File: config.mk
export PLATFORM = sky130hd
export DESIGN_NAME = pli_ctrl
export DESIGN_NICKNAME = d
export VERILOG_FILES = /design/src/rtl/pli_pkg.sv /design/src/rtl/pli_ctrl.sv
export SDC_FILE = /design/constraint.sdc
export NUM_CORES = 1
export LEC_CHECK = 0
export ABC_AREA = 1
export BUFFER_PORTS_ARGS = -buffer_cell sky130_fd_sc_hd__clkbuf_2
export CAP_MARGIN = 0
export CORE_ASPECT_RATIO = 2
export CORE_MARGIN = 8
export CORE_UTILIZATION = 58
export CTS_CLUSTER_DIAMETER = 40
export DETAILED_ROUTE_END_ITERATION = 8
export PLACE_DENSITY_LB_ADDON = 0.3
export SLEW_MARGIN = 20
export SYNTH_ARGS = -nofsm -noshare
export SYNTH_HDL_FRONTEND = slang
export SYNTH_SLANG_ARGS = --single-unit
File: constraint.sdc
create_clock -name clk -period 3.6 [get_ports clk]
set_clock_uncertainty 0.2 [all_clocks]
set_input_delay 0 -clock clk [delete_from_list [all_inputs] [get_ports clk]]
set_output_delay 0 -clock clk [all_outputs]
set_load 0.01 [all_outputs]
File: src/rtl/pli_pkg.sv
// Shared constants, codes and controller/datapath types of the interpolator.
package pli_pkg;

  localparam int DEFAULT_TABLE_DEPTH = 64;
  localparam int DEFAULT_VALUE_BITS  = 32;

  localparam int OP_BITS          = 1;
  localparam int ENTRY_INDEX_BITS = 6;
  localparam int ENERGY_BITS      = 32;
  localparam int SECTION_BITS     = 32;
  localparam int RESULT_BITS      = 32;
  localparam int CFG_BITS         = 7;

  localparam logic [CFG_BITS-1:0] ENTRIES_RESET = 7'd2;

  localparam logic [OP_BITS-1:0] OP_LOAD  = 1'b0;
  localparam logic [OP_BITS-1:0] OP_QUERY = 1'b1;

  // Commands from the controller to the datapath.
  typedef struct packed {
    logic load_wr;
    logic q_start;
    logic cap_prev;
    logic cap_seg;
    logic mul;
    logic div_step;
    logic fin;
    logic res_oor;
    logic res_none;
    logic load_out;
  } pli_cmd_t;

  // Comparison results from the datapath to the controller.
  typedef struct packed {
    logic oor;
    logic hit;
    logic zero_w;
  } pli_status_t;

endpackage

File: src/rtl/pli_ctrl.sv
// Controller: sequences load, range check, segment scan, multiply and divide.
module pli_ctrl import pli_pkg::*; #(
  parameter int TABLE_DEPTH = DEFAULT_TABLE_DEPTH,
  parameter int VALUE_BITS  = DEFAULT_VALUE_BITS,
  localparam int AW         = $clog2(TABLE_DEPTH)
) (
  input  logic                clk,
  input  logic                rst_n,
  input  logic                in_valid,
  input  logic [OP_BITS-1:0]  in_op,
  output logic                in_ready,
  input  logic                cfg_valid,
  input  logic [CFG_BITS-1:0] cfg_data,
  output logic                cfg_ready,
  output logic                out_valid,
  input  logic                out_ready,
  input  pli_status_t         status,
  output pli_cmd_t            cmd,
  output logic [AW-1:0]       rd_addr
);

  localparam int SW   = (VALUE_BITS < 32) ? VALUE_BITS : 32;
  localparam int CNTW = $clog2(SW);
  localparam int NW   = $clog2(TABLE_DEPTH + 1);
  localparam int CW   = (NW > CFG_BITS) ? NW : CFG_BITS;

  typedef enum logic [2:0] {
    S_IDLE, S_FIRST, S_LAST, S_SCAN, S_MUL, S_DIV, S_FIN, S_DONE
  } state_t;

  state_t              state_r, state_nxt;
  logic                out_valid_r, out_valid_nxt;
  logic [AW-1:0]       seg_r, seg_nxt;
  logic [CNTW-1:0]     cnt_r, cnt_nxt;
  logic [CFG_BITS-1:0] cfg_r;
  logic [CW-1:0]       cfg_ext, n_act, seg_next2;

  // Entry counts outside the table's limits act as the nearest limit.
  assign cfg_ext   = CW'(cfg_r);
  assign n_act     = (cfg_ext < CW'(2)) ? CW'(2) :
                     ((cfg_ext > CW'(TABLE_DEPTH)) ? CW'(TABLE_DEPTH) : cfg_ext);
  assign seg_next2 = CW'(seg_r) + CW'(2);

  assign in_ready  = (state_r == S_IDLE);
  assign cfg_ready = 1'b1;
  assign out_valid = out_valid_r;

  always_comb begin
    state_nxt     = state_r;
    out_valid_nxt = out_valid_r;
    seg_nxt       = seg_r;
    cnt_nxt       = cnt_r;
    cmd           = '0;
    rd_addr       = '0;
    if (out_valid_r && out_ready) begin
      out_valid_nxt = 1'b0;
    end
    case (state_r)
      S_IDLE: begin
        if (in_valid) begin
          if (in_op == OP_QUERY) begin
            cmd.q_start = 1'b1;
            state_nxt   = S_FIRST;
          end else begin
            cmd.load_wr = 1'b1;
          end
        end
      end
      S_FIRST: begin
        cmd.cap_prev = 1'b1;
        rd_addr      = AW'(n_act - CW'(1));
        state_nxt    = S_LAST;
      end
      S_LAST: begin
        if (status.oor) begin
          cmd.res_oor = 1'b1;
          state_nxt   = S_DONE;
        end else begin
          rd_addr   = AW'(1);
          seg_nxt   = '0;
          state_nxt = S_SCAN;
        end
      end
      S_SCAN: begin
        if (status.hit) begin
          cmd.cap_seg = 1'b1;
          state_nxt   = status.zero_w ? S_DONE : S_MUL;
        end else if (seg_next2 == n_act) begin
          // Energies that do not rise can leave the query in no segment.
          cmd.res_none = 1'b1;
          state_nxt    = S_DONE;
        end else begin
          cmd.cap_prev = 1'b1;
          rd_addr      = AW'(seg_next2);
          seg_nxt      = seg_r + AW'(1);
        end
      end
      S_MUL: begin
        cmd.mul   = 1'b1;
        cnt_nxt   = '0;
        state_nxt = S_DIV;
      end
      S_DIV: begin
        cmd.div_step = 1'b1;
        if (cnt_r == CNTW'(SW - 1)) begin
          state_nxt = S_FIN;
        end else begin
          cnt_nxt = cnt_r + CNTW'(1);
        end
      end
      S_FIN: begin
        cmd.fin   = 1'b1;
        state_nxt = S_DONE;
      end
      S_DONE: begin
        if (!out_valid_r || out_ready) begin
          cmd.load_out  = 1'b1;
          out_valid_nxt = 1'b1;
          state_nxt     = S_IDLE;
        end
      end
      default: begin
        state_nxt = S_IDLE;
      end
    endcase
  end

  always_ff @(posedge clk) begin
    if (!rst_n) begin
      state_r     <= S_IDLE;
      out_valid_r <= 1'b0;
      seg_r       <= '0;
      cnt_r       <= '0;
      cfg_r       <= ENTRIES_RESET;
    end else begin
      state_r     <= state_nxt;
      out_valid_r <= out_valid_nxt;
      seg_r       <= seg_nxt;
      cnt_r       <= cnt_nxt;
      if (cfg_valid) begin
        cfg_r <= cfg_data;
      end
    end
  end

endmodule

==> reports/metrics.yaml, run 1 <==
run_status:
  status: "complete, no violations"
die:
  die_h_um: 89.1
  die_area_sq_mm: 0.00469
  rows: 26
  io-pin-count: 35
  coreArea_sq_mm: 0.00254
  die_w_um: 52.6
  start_util: 0.611
critical_path:
  start_kind: "register"
  rr_startpoint: "seg_r[2]"
  cp.arrival_ns: 2.30
  cp_common_cell: "nand2_1"
  reg2reg_depth: 12
  path_buf_inv: 2
  critPathKind: "reg -> out"
  critPathTopFamily: "simple AND/OR/NAND/NOR gates"
  reg2reg_slack_ns: 1.28
  path_max_fanout: 10
  slowest_stage: "dfxtp_1"
  reg2reg_to: "state_r[1]"
  cp_data_required_time_ns: 3.40
  endpoint_kind: "output pin"
  slowest_delay_ns: 0.46
  path_cells: "ha_1 > xor2_1 > inv_1 > nand2_1 > nand2_1 > nand2_1 > nor2_2 > nand2_2 > nand2_2 > o211ai_1 > clkbuf_2"
cts:
  clkSinkCount: 22
  cts_tree: "built"
  clock_latency_ns: 0.26
  htreeDepth: 1
  post_cts_buffers: 0
  cts_buffer_depth: 2
  cts-root-buf: "clkbuf_8"
  path_clk_slew_ns: 0.08
  cts_buffers: 3
  cts_resized: 0
detailed_routing:
  drt-initial-drc-count: 76
  wl_per_cell_um: 15.6
  antenna_left: 0
  vias_per_cell: 5.68
  wirelength_um: 5190
  drc: 0
  vias: 1891
  drtPass1Iterations: 4
finish:
  drive_above_1_share: 0.181
  postLayoutCoreUtil: 0.793
  fillCellCount: 179
  area_growth_pct: 29.7
  nets: 327
  layout_commonest_cell: "nor2_1"
  final_cells: 333
  final_cell_mix: "nor2_1 (47), nand2_1 (46), clkbuf_2 (33)"
timing:
  rsz0062_at_grt: "false"
  max_freq_mhz: 400
  tightest_slew_ns: 0.613
  drv_slew: 0
  finalCritPeriodShare: 0.694
  hold_ws_ns: 0.0322
  hold_viol: 0
  worst_slack_ns: 1.10
  fin_setup_tns_ns: 0
  relSlewSlack: 0.590
  setup_viol: 0
  layout_min_cycle_time_ns: 2.50
placed_design:
  dpl.cell_count: 305
  io_buffer_count: 33
  dp_slack_ns: 1.47
  gp_congestion: 0.946
  hpwl_um: 3410
hold_path:
  hold_path_class: "in -> reg"
  whs_path_depth: 5
  holdCritStartpoint: "in_valid"
  min_to: "state_r[0]"
grt:
  grt_max_degree: 14
  grt_usage: 0.244
  antenna_found_initial: 1
  grt_pass1_vias: 2021
  grt-ovfl-total: 0
  grt_pass1_wl_um: 9000
logic_synthesis:
  synth_ff_type: "dfxtp_1"
  syn-num-nets: 269
  synth_edf_count: 0
  ys_warn_count: 0
  synth-seq-cells: 22
  ys_async_sr_fraction: 0
  netlist-cell-type-count: 31
  ys_seq_area_frac: 0.284
  netlist_area_sq_mm: 0.00155
  synth.top_cell.area_share: 0.284
  synth_top_cell_by_area: "dfxtp_1"
  syn_inst: 248
  synth_area_leaders: "dfxtp_1 (28%), nor2_1 (11%), nand2_1 (11%), inv_1 (7.3%), nand3_1 (6.5%)"
  syn_area_per_cell_sq_um: 6.26
power_and_ir_drop:
  ir_drop_v: 0.000419
  powerDensity_mw_per_mm2: 532
  leakage_nw: 0.983
job:
  max_cap_violations: 0
## synthesized netlist by cell type (2+ instances only)
master,number
nor2_1,47
nand2_1,46
inv_1,30
dfxtp_1,22
nand3_1,20
o21ai_0,16
a21oi_1,12
nand2_2,8
nor3_1,6
ha_1,5
nor2_2,4
xor2_1,4
nand2_4,3
o211ai_1,3
a22oi_1,2
buf_4,2
nand3_2,2
nand4_1,2
o22ai_1,2
## area by class of cell
cell class	count	area, sq um	share of cell area
clock buffer	3	41.3	0.0205
multi-input combinational	191	971	0.483
timing repair buffer	57	405	0.201
tap	28	35.0	0.0174
inverter	31	116	0.0578
antenna	1	2.50	0.00124
sequential	22	440	0.219
## metal layers
layer | wire length, um | up-vias | global-route usage
met5 | 0 | - | 0
met4 | 283 | 0 | 0.156
met3 | 263 | 28 | 0.0417
met2 | 2810 | 90 | 0.445
met1 | 1830 | 861 | 0.236
li1 | - | 912 | -
## what timing repair did
action	4_1_cts	5_1_grt
hold buffers	24	0
hold endpoints to repair	14	0
setup endpoints to repair	0	0
## worst max-delay path by stage
stage | cells past startpoint | start | slack, ns | end
after floorplan | 14 | seg_r[2] | 1.78 | seg_r[1]
after global placement | 12 | seg_r[2] | 1.48 | state_r[1]
after detailed placement | 12 | seg_r[2] | 1.47 | state_r[1]
after CTS | 11 | seg_r[2] | 1.20 | rd_addr[0]
after global routing | 11 | seg_r[1] | 0.92 | rd_addr[0]
final | 11 | seg_r[2] | 1.10 | rd_addr[0]
## per-stage QoR
| stage | instance area, sq um | total power [mW] |
|---|---|---|
| 2_1_floorplan | 1550 | 0.733 |
| 3_3_place_gp | 1730 | 0.869 |
| 3_5_place_dp | 1730 | 0.875 |
| 4_1_cts | 2010 | 1.05 |
| 5_1_grt | 2010 | 1.16 |
| 6_report | 2010 | 1.07 |
## where the power goes
part           total (mW)  internal, mW  leakage, nW  switching [mW]
clock               0.152        0.0747       0.0216          0.0772
sequential          0.344         0.285        0.180          0.0587
combinational       0.575         0.207        0.782           0.368
## cells by family after synthesis
family	count (synthesis)	synth area share
AOI/OAI and AO/OA	39	0.140
xor gates and xnor gates	5	0.0282
adders and majority gates	5	0.0403
other	1	0.00242
DFF	22	0.284
buffers and inverters	35	0.0903
and+or+nand+nor	141	0.415
## state kept, by name, indices dropped and copies added (netlist names)
name       count
seg_r          6
cnt_r          5
state_r        3
cfg_ext        7
out_valid      1
## worst register-to-register path, delay by kind of cell, from the launching register on
| family | cells | cell delay (ns) |
|---|---|---|
| fa+ha+maj | 1 | 0.26 |
| compound gates | 1 | 0.17 |
| simple gates | 8 | 1.01 |
| flops | 1 | 0.46 |
| buf+inv | 2 | 0.14 |
No activity file was read; power rests on OpenSTA's default activity.
==> inputs of run 2 (changes only) <==
Settings changed: ABC_AREA 1 to 0, CORE_UTILIZATION 58 to 54.
Clock period 3.6 ns to 2.55 ns, I/O delays scaled along.
==> reports/metrics.yaml, run 2 <==
detailed_routing:
  antenna_left: 0  # unchanged
  drt-initial-drc-count: 39  # was 76
  drc: 0  # unchanged
  wirelength_um: 4830  # was 5190 um
  vias: 1644  # was 1,891
  wl_per_cell_um: 17.5  # was 15.6 um
  vias_per_cell: 5.96  # was 5.68
  drtPass1Iterations: 4  # unchanged
timing:
  finalCritPeriodShare: 0.985
  layout_min_cycle_time_ns: 2.51
  drv_slew: 0  # unchanged
  hold_viol: 0  # unchanged
  fin_setup_tns_ns: 0  # unchanged
  rsz0062_at_grt: "false"  # unchanged
  max_freq_mhz: 398
  tightest_slew_ns: 0.645  # was 0.613 ns
  relSlewSlack: 0.566  # was 0.590
  setup_viol: 0  # unchanged
grt:
  grt_usage: 0.193  # was 0.244
  grt_max_degree: 18  # was 14
  grt_pass1_wl_um: 7570  # was 9000 um
  grt_pass1_vias: 1709  # was 2,021
  antenna_found_initial: 0  # was 1
  grt-ovfl-total: 0  # unchanged
power_and_ir_drop:
  switchingPower_mw: 0.251  # was 0.504 mW
  powerDensity_mw_per_mm2: 383  # was 532 mW/mm^2
  total_power_mw: 0.818  # was 1.07 mW
  ir_drop_v: 0.000475  # was 0.000419 V
  pwr-share-comb: 0.263  # was 0.537
  swShare: 0.307  # was 0.471
  p_clk_frac: 0.279  # was 0.142
  leakage_nw: 0.905  # was 0.983 nW
  p_int_mw: 0.567  # about the same
  seqPwrFrac: 0.458  # was 0.321
logic_synthesis:
  synth_edf_count: 0  # unchanged
  synth_top_cell_by_area: "dfxtp_1"  # unchanged
  synth_ff_type: "dfxtp_1"  # unchanged
  synth_common_cells: "nand2_1 (23), dfxtp_1 (22), nor2_1 (14), nor2b_1 (14), mux2i_1 (8)"  # was nor2_1 (47), nand2_1 (46), inv_1 (30), dfxtp_1 (22), nand3_1 (20)
  synth_most_common_cell: "nand2_1"  # was nor2_1
  ys_warn_count: 0  # unchanged
  synth.top_cell.area_share: 0.284  # about the same
  ys_async_sr_fraction: 0  # unchanged
  syn_inst: 192  # was 248
  syn-num-nets: 213  # was 269
  synth_area_leaders: "dfxtp_1 (28%), nor2b_1 (5.7%), nand2_1 (5.6%), mux2i_1 (5.2%), ha_1 (4.0%)"  # was dfxtp_1 (28%), nor2_1 (11%), nand2_1 (11%), inv_1 (7.3%), nand3_1 (6.5%)
  ys_seq_area_frac: 0.284  # about the same
  syn_area_per_cell_sq_um: 8.07  # was 6.26 sq um
  synth-seq-cells: 22  # unchanged
  netlist_area_sq_mm: 0.00155  # about the same
  netlist-cell-type-count: 51  # was 31
cts:
  cts-root-buf: "clkbuf_8"  # unchanged
  cts_tree: "built"  # unchanged
  htreeDepth: 1  # unchanged
  clkSinkCount: 22  # unchanged
  clock_latency_ns: 0.27  # was 0.26 ns
  path_clk_slew_ns: 0.09  # was 0.08 ns
  cts_buffer_depth: 2  # unchanged
  cts_buffers: 3  # unchanged
finish:
  drive_above_1_share: 0.287  # was 0.181
  nets: 270  # was 327
  fillCellCount: 181  # was 179
  final_cell_mix: "clkbuf_2 (30), dlygate4sd3_1 (25), nand2_1 (23)"  # was nor2_1 (47), nand2_1 (46), clkbuf_2 (33)
  layout_commonest_cell: "clkbuf_2"  # was nor2_1
  largest_reg_flops: 7  # unchanged
  antenna_cells: 0  # was 1
  area_growth_pct: 38.0  # was 29.7%
die:
  io-pin-count: 35  # unchanged
  rows: 27  # was 26
  die_area_sq_mm: 0.00494  # was 0.00469 sq mm
  die_w_um: 53.9  # was 52.6 um
  start_util: 0.566  # was 0.611
  die_h_um: 91.7  # was 89.1 um
  coreArea_sq_mm: 0.00274  # was 0.00254 sq mm
critical_path:
  path_cells: "or4_4 > o211ai_4 > a32oi_2 > nor2b_4 > a211o_4 > o22ai_1 > buf_2"  # was ha_1 > xor2_1 > inv_1 > nand2_1 > nand2_1 > nand2_1 > nor2_2 > nand2_2 > nand2_2 > o211ai_1 > clkbuf_2
  endpoint_kind: "output pin"  # unchanged
  path_max_fanout: 8  # was 10
  slowest_stage: "or4_4"  # was dfxtp_1
  cp.arrival_ns: 2.31  # was 2.30 ns
  slowest_delay_ns: 0.54  # was 0.46 ns
  critPathKind: "reg -> out"  # unchanged
  cp_data_required_time_ns: 2.35  # was 3.40 ns
  start_kind: "register"  # unchanged
job:
  max_cap_violations: 0  # unchanged
placed_design:
  gp_congestion: 0.902  # was 0.946
  io_buffer_count: 33  # unchanged
  hpwl_um: 3090  # was 3410 um
run_status:
  status: "complete, no violations"  # unchanged
hold_path:
  hold_path_class: "in -> reg"  # unchanged
==> run 2: cell types whose count changed after synthesis, sizes merged, moves of 8 or more <==
cell	previous run	this run
nand2	57	23
o21ai	17	7
inv	30	7
mux2i	0	8
nand3	22	5
nor2	51	14
nor2b	0	14
==> run 2: cell families (layout without fill, tap and decap cells) <==
family,Yosys count,count (layout),share of synthesized area
xor+xnor,11,11,0.0711
other cells,1,1,0.00242
flops,22,22,0.284
compound gates,43,43,0.210
buf+inv,18,73,0.0517
simple gates,84,84,0.288
mux,8,8,0.0517
fa+ha+maj,5,5,0.0404
==> run 2: routing by layer <==
metal / wire [um] / track usage / vias up
li1: - / - / 786
met1: 1720 / 0.185 / 788
met2: 2750 / 0.368 / 50
met3: 172 / 0.0291 / 20
met4: 189 / 0.0784 / 0
met5: 0 / 0 / -
==> run 2: final timing paths <==
| kind | startpoint | endpoint | slack (ns) | depth (start not counted) |
|---|---|---|---|---|
| setup / recovery | cfg_ext[2] | rd_addr[4] | 0.04 | 7 |
| hold / removal | status[0] | state_r[0] | 0.02 | 5 |
| setup reg to reg | seg_r[1] | seg_r[2] | 0.14 | 9 |
| hold reg to reg | cnt_r[1] | cnt_r[1] | 0.33 | 2 |
==> run 2: metrics by stage <==
stage	std cells	hold slack (ns)	worst slack, ns	instance area (sq um)	util
after global placement	246	0.0189	0.179	1720	0.628
after global routing	276	0.0502	0.000885	2140	0.781
final	276	0.0211	0.0382	2140	0.781
after detailed placement	246	0.0305	0.144	1720	0.628
after CTS	275	0.0336	0.00113	2080	0.760
after floorplan	192	-0.152	0.261	1550	-
==> run 2: final cells by class <==
type,instances,area (sq um),area share
Clock buffer,3,41.3,0.0193
Sequential cell,22,454,0.213
Timing Repair Buffer,63,453,0.212
Multi-Input combinational cell,152,1130,0.527
Tap cell,29,36.3,0.0170
Inverter,7,26.3,0.0123
==> run 2: worst max-delay path: cells and delay by family, from the launching register on <==
kind	cells	cell delay [ns]
compound gates	4	0.83
buf+inv	1	0.16
flops	1	0.36
simple gates	2	0.69
==> run 2: what timing repair did <==
item | 4_1_cts | 5_1_grt
hold buffers | 25 | 0
endpoints found under the setup margin | 7 | 11
hold endpoints to repair | 16 | 0
resized for setup | 15 | 13
setup buffers | 1 | 1
pin swaps | 3 | 4
==> run 2: power groups by stage <==
| stage | registers [mW] | logic (mW) | clock network (mW) |
|---|---|---|---|
| 2_1_floorplan | 0.370 | 0.123 | 0 |
| 3_3_place_gp | 0.382 | 0.154 | 0 |
| 3_5_place_dp | 0.383 | 0.157 | 0 |
| 4_1_cts | 0.374 | 0.206 | 0.220 |
| 5_1_grt | 0.377 | 0.230 | 0.234 |
| 6_report | 0.374 | 0.215 | 0.228 |
==> inputs of run 3 (changes only) <==
Settings changed: CORE_UTILIZATION 54 to 35, SLEW_MARGIN 20 to unset.
Clock period 2.55 ns to 2.8 ns, I/O delays scaled along.
==> reports/metrics.yaml, run 3 (synthesis results as in run 2) <==
timing:
  layout_min_cycle_time_ns: 2.73
  hold_viol: 1  # was 0
  rsz0062_at_grt: "false"  # unchanged
  setup_viol: 0  # unchanged
  tightest_slew_ns: 0.519  # was 0.645 ns
  worst_slack_ns: 0.0653  # was 0.0382 ns
  relSlewSlack: 0.650  # was 0.566
  hold_ws_ns: -0.000210  # was 0.0211 ns
  fin_setup_tns_ns: 0  # unchanged
  drv_slew: 0  # unchanged
  finalCritPeriodShare: 0.977
  max_freq_mhz: 366
detailed_routing:
  vias_per_cell: 5.19  # was 5.96
  drtPass1Iterations: 4  # unchanged
  vias: 1499  # was 1,644
  drt-initial-drc-count: 17  # was 39
  drc: 0  # unchanged
  wl_per_cell_um: 14.8  # was 17.5 um
  wirelength_um: 4280  # was 4830 um
  antenna_left: 0  # unchanged
grt:
  grt-ovfl-total: 0  # unchanged
  antenna_found_initial: 0  # unchanged
  grt_usage: 0.121  # was 0.193
  grt_pass1_wl_um: 6860  # was 7570 um
  grt_max_degree: 18  # unchanged
  grt_pass1_vias: 1508  # was 1,709
placed_design:
  io_buffer_count: 33  # unchanged
  dp_slack_ns: 0.315  # was 0.144 ns
  gp_congestion: 0.893  # was 0.902
  hpwl_um: 3370  # was 3090 um
finish:
  largest_reg_flops: 7  # unchanged
  nets: 257  # was 270
  final_cell_mix: "clkbuf_2 (33), nand2_1 (23), dfxtp_1 (20)"  # was clkbuf_2 (30), dlygate4sd3_1 (25), nand2_1 (23)
  postLayoutCoreUtil: 0.458  # was 0.781
  area_growth_pct: 27.1  # was 38.0%
  layout_commonest_cell: "clkbuf_2"  # unchanged
  antenna_cells: 0  # unchanged
  drive_above_1_share: 0.226  # was 0.287
cts:
  htreeDepth: 1  # unchanged
  cts_tree: "built"  # unchanged
  post_cts_buffers: 0  # was 1
  path_clk_slew_ns: 0.09  # about the same
  clock_latency_ns: 0.26  # was 0.27 ns
  cts_buffers: 3  # unchanged
  cts_buffer_depth: 2  # unchanged
  clkSinkCount: 22  # unchanged
  cts-root-buf: "clkbuf_8"  # unchanged
run_status:
  violations: "negative hold slack"
  status: "finished, violations left"  # was complete, no violations
die:
  coreArea_sq_mm: 0.00430  # was 0.00274 sq mm
  die_w_um: 63.0  # was 53.9 um
  start_util: 0.361  # was 0.566
  io-pin-count: 35  # unchanged
  die_h_um: 110  # was 91.7 um
  die_area_sq_mm: 0.00694  # was 0.00494 sq mm
  rows: 34  # was 27
power_and_ir_drop:
  p_clk_frac: 0.369  # was 0.279
  switchingPower_mw: 0.210  # was 0.251 mW
  swShare: 0.262  # was 0.307
  pwr-share-comb: 0.205  # was 0.263
  seqPwrFrac: 0.426  # was 0.458
  p_int_mw: 0.592  # was 0.567 mW
  ir_drop_v: 0.000279  # was 0.000475 V
  powerDensity_mw_per_mm2: 407  # was 383 mW/mm^2
  leakage_nw: 0.830  # was 0.905 nW
job:
  max_cap_violations: 0  # unchanged
critical_path:
  critPathKind: "reg -> out"  # unchanged
  path_max_fanout: 8  # unchanged
  cp.arrival_ns: 2.53  # was 2.31 ns
  start_kind: "register"  # unchanged
  cp_data_required_time_ns: 2.60  # was 2.35 ns
  endpoint_kind: "output pin"  # unchanged
hold_path:
  hold_path_class: "in -> reg"  # unchanged
==> run 3: cell count changes in the layout (fill, tap and decap cells not counted), sizes merged <==
cell / previous run / this run
bufinv: 0 / 1
buf: 8 / 2
clkbuf: 33 / 36
dlygate4sd3: 25 / 15
==> run 3: worst paths after layout <==
path / cells past startpoint / slack (ns) / to / start
worst max register to register: 7 / 0.38 / seg_r[5] / cfg_ext[2]
worst min register to register: 2 / 0.30 / cnt_r[4] / cnt_r[4]
worst min-delay path: 4 / -0.0002 / state_r[2] / status[2]
worst max-delay path: 7 / 0.07 / rd_addr[5] / cfg_ext[2]
==> run 3: critical path: stages (launching register included) <==
cell      delay [ns]
dfxtp_1         0.40
or4_4           0.57
o211ai_4        0.18
a32oi_1         0.13
nor2b_1         0.19
a211o_2         0.37
o22ai_1         0.26
clkbuf_2        0.19
==> run 3: metrics by stage <==
| stage | area [sq um] | instances | total power [mW] |
|---|---|---|---|
| 6_report | 1970 | 289 | 0.802 |
| 5_1_grt | 1970 | 289 | 0.842 |
| 4_1_cts | 1960 | 289 | 0.808 |
| 3_5_place_dp | 1740 | 270 | 0.497 |
| 3_3_place_gp | 1740 | 270 | 0.496 |
| 2_1_floorplan | 1550 | 192 | 0.449 |
==> run 3: what timing repair did <==
item,CTS,global route
hold buffers,15,0
setup endpoints to repair,0,6
endpoints found under the hold margin,13,0
resized for setup,0,3
==> run 3: power groups by stage <==
stage	registers, mW	logic, mW	clock network [mW]
after floorplan	0.337	0.112	0
after global placement	0.349	0.147	0
after detailed placement	0.349	0.148	0
after CTS	0.341	0.166	0.301
after global routing	0.344	0.182	0.316
final	0.342	0.165	0.296
==> run 3: metal layers <==
metal | share of wire | vias to the layer above | track usage
met5 | 0 | - | 0
met4 | 0.026 | 0 | 0.0558
met3 | 0.024 | 9 | 0.0152
met2 | 0.58 | 34 | 0.248
met1 | 0.37 | 689 | 0.116
li1 | - | 767 | -
==> run 3: layout make-up <==
type	count	area [sq um]
Fill cell	438	2330
Clock inverter	1	30.0
Multi-Input combinational cell	152	1030
Inverter	7	26.3
Tap cell	54	67.6
Clock buffer	3	41.3
Timing Repair Buffer	50	330
Sequential cell	22	443
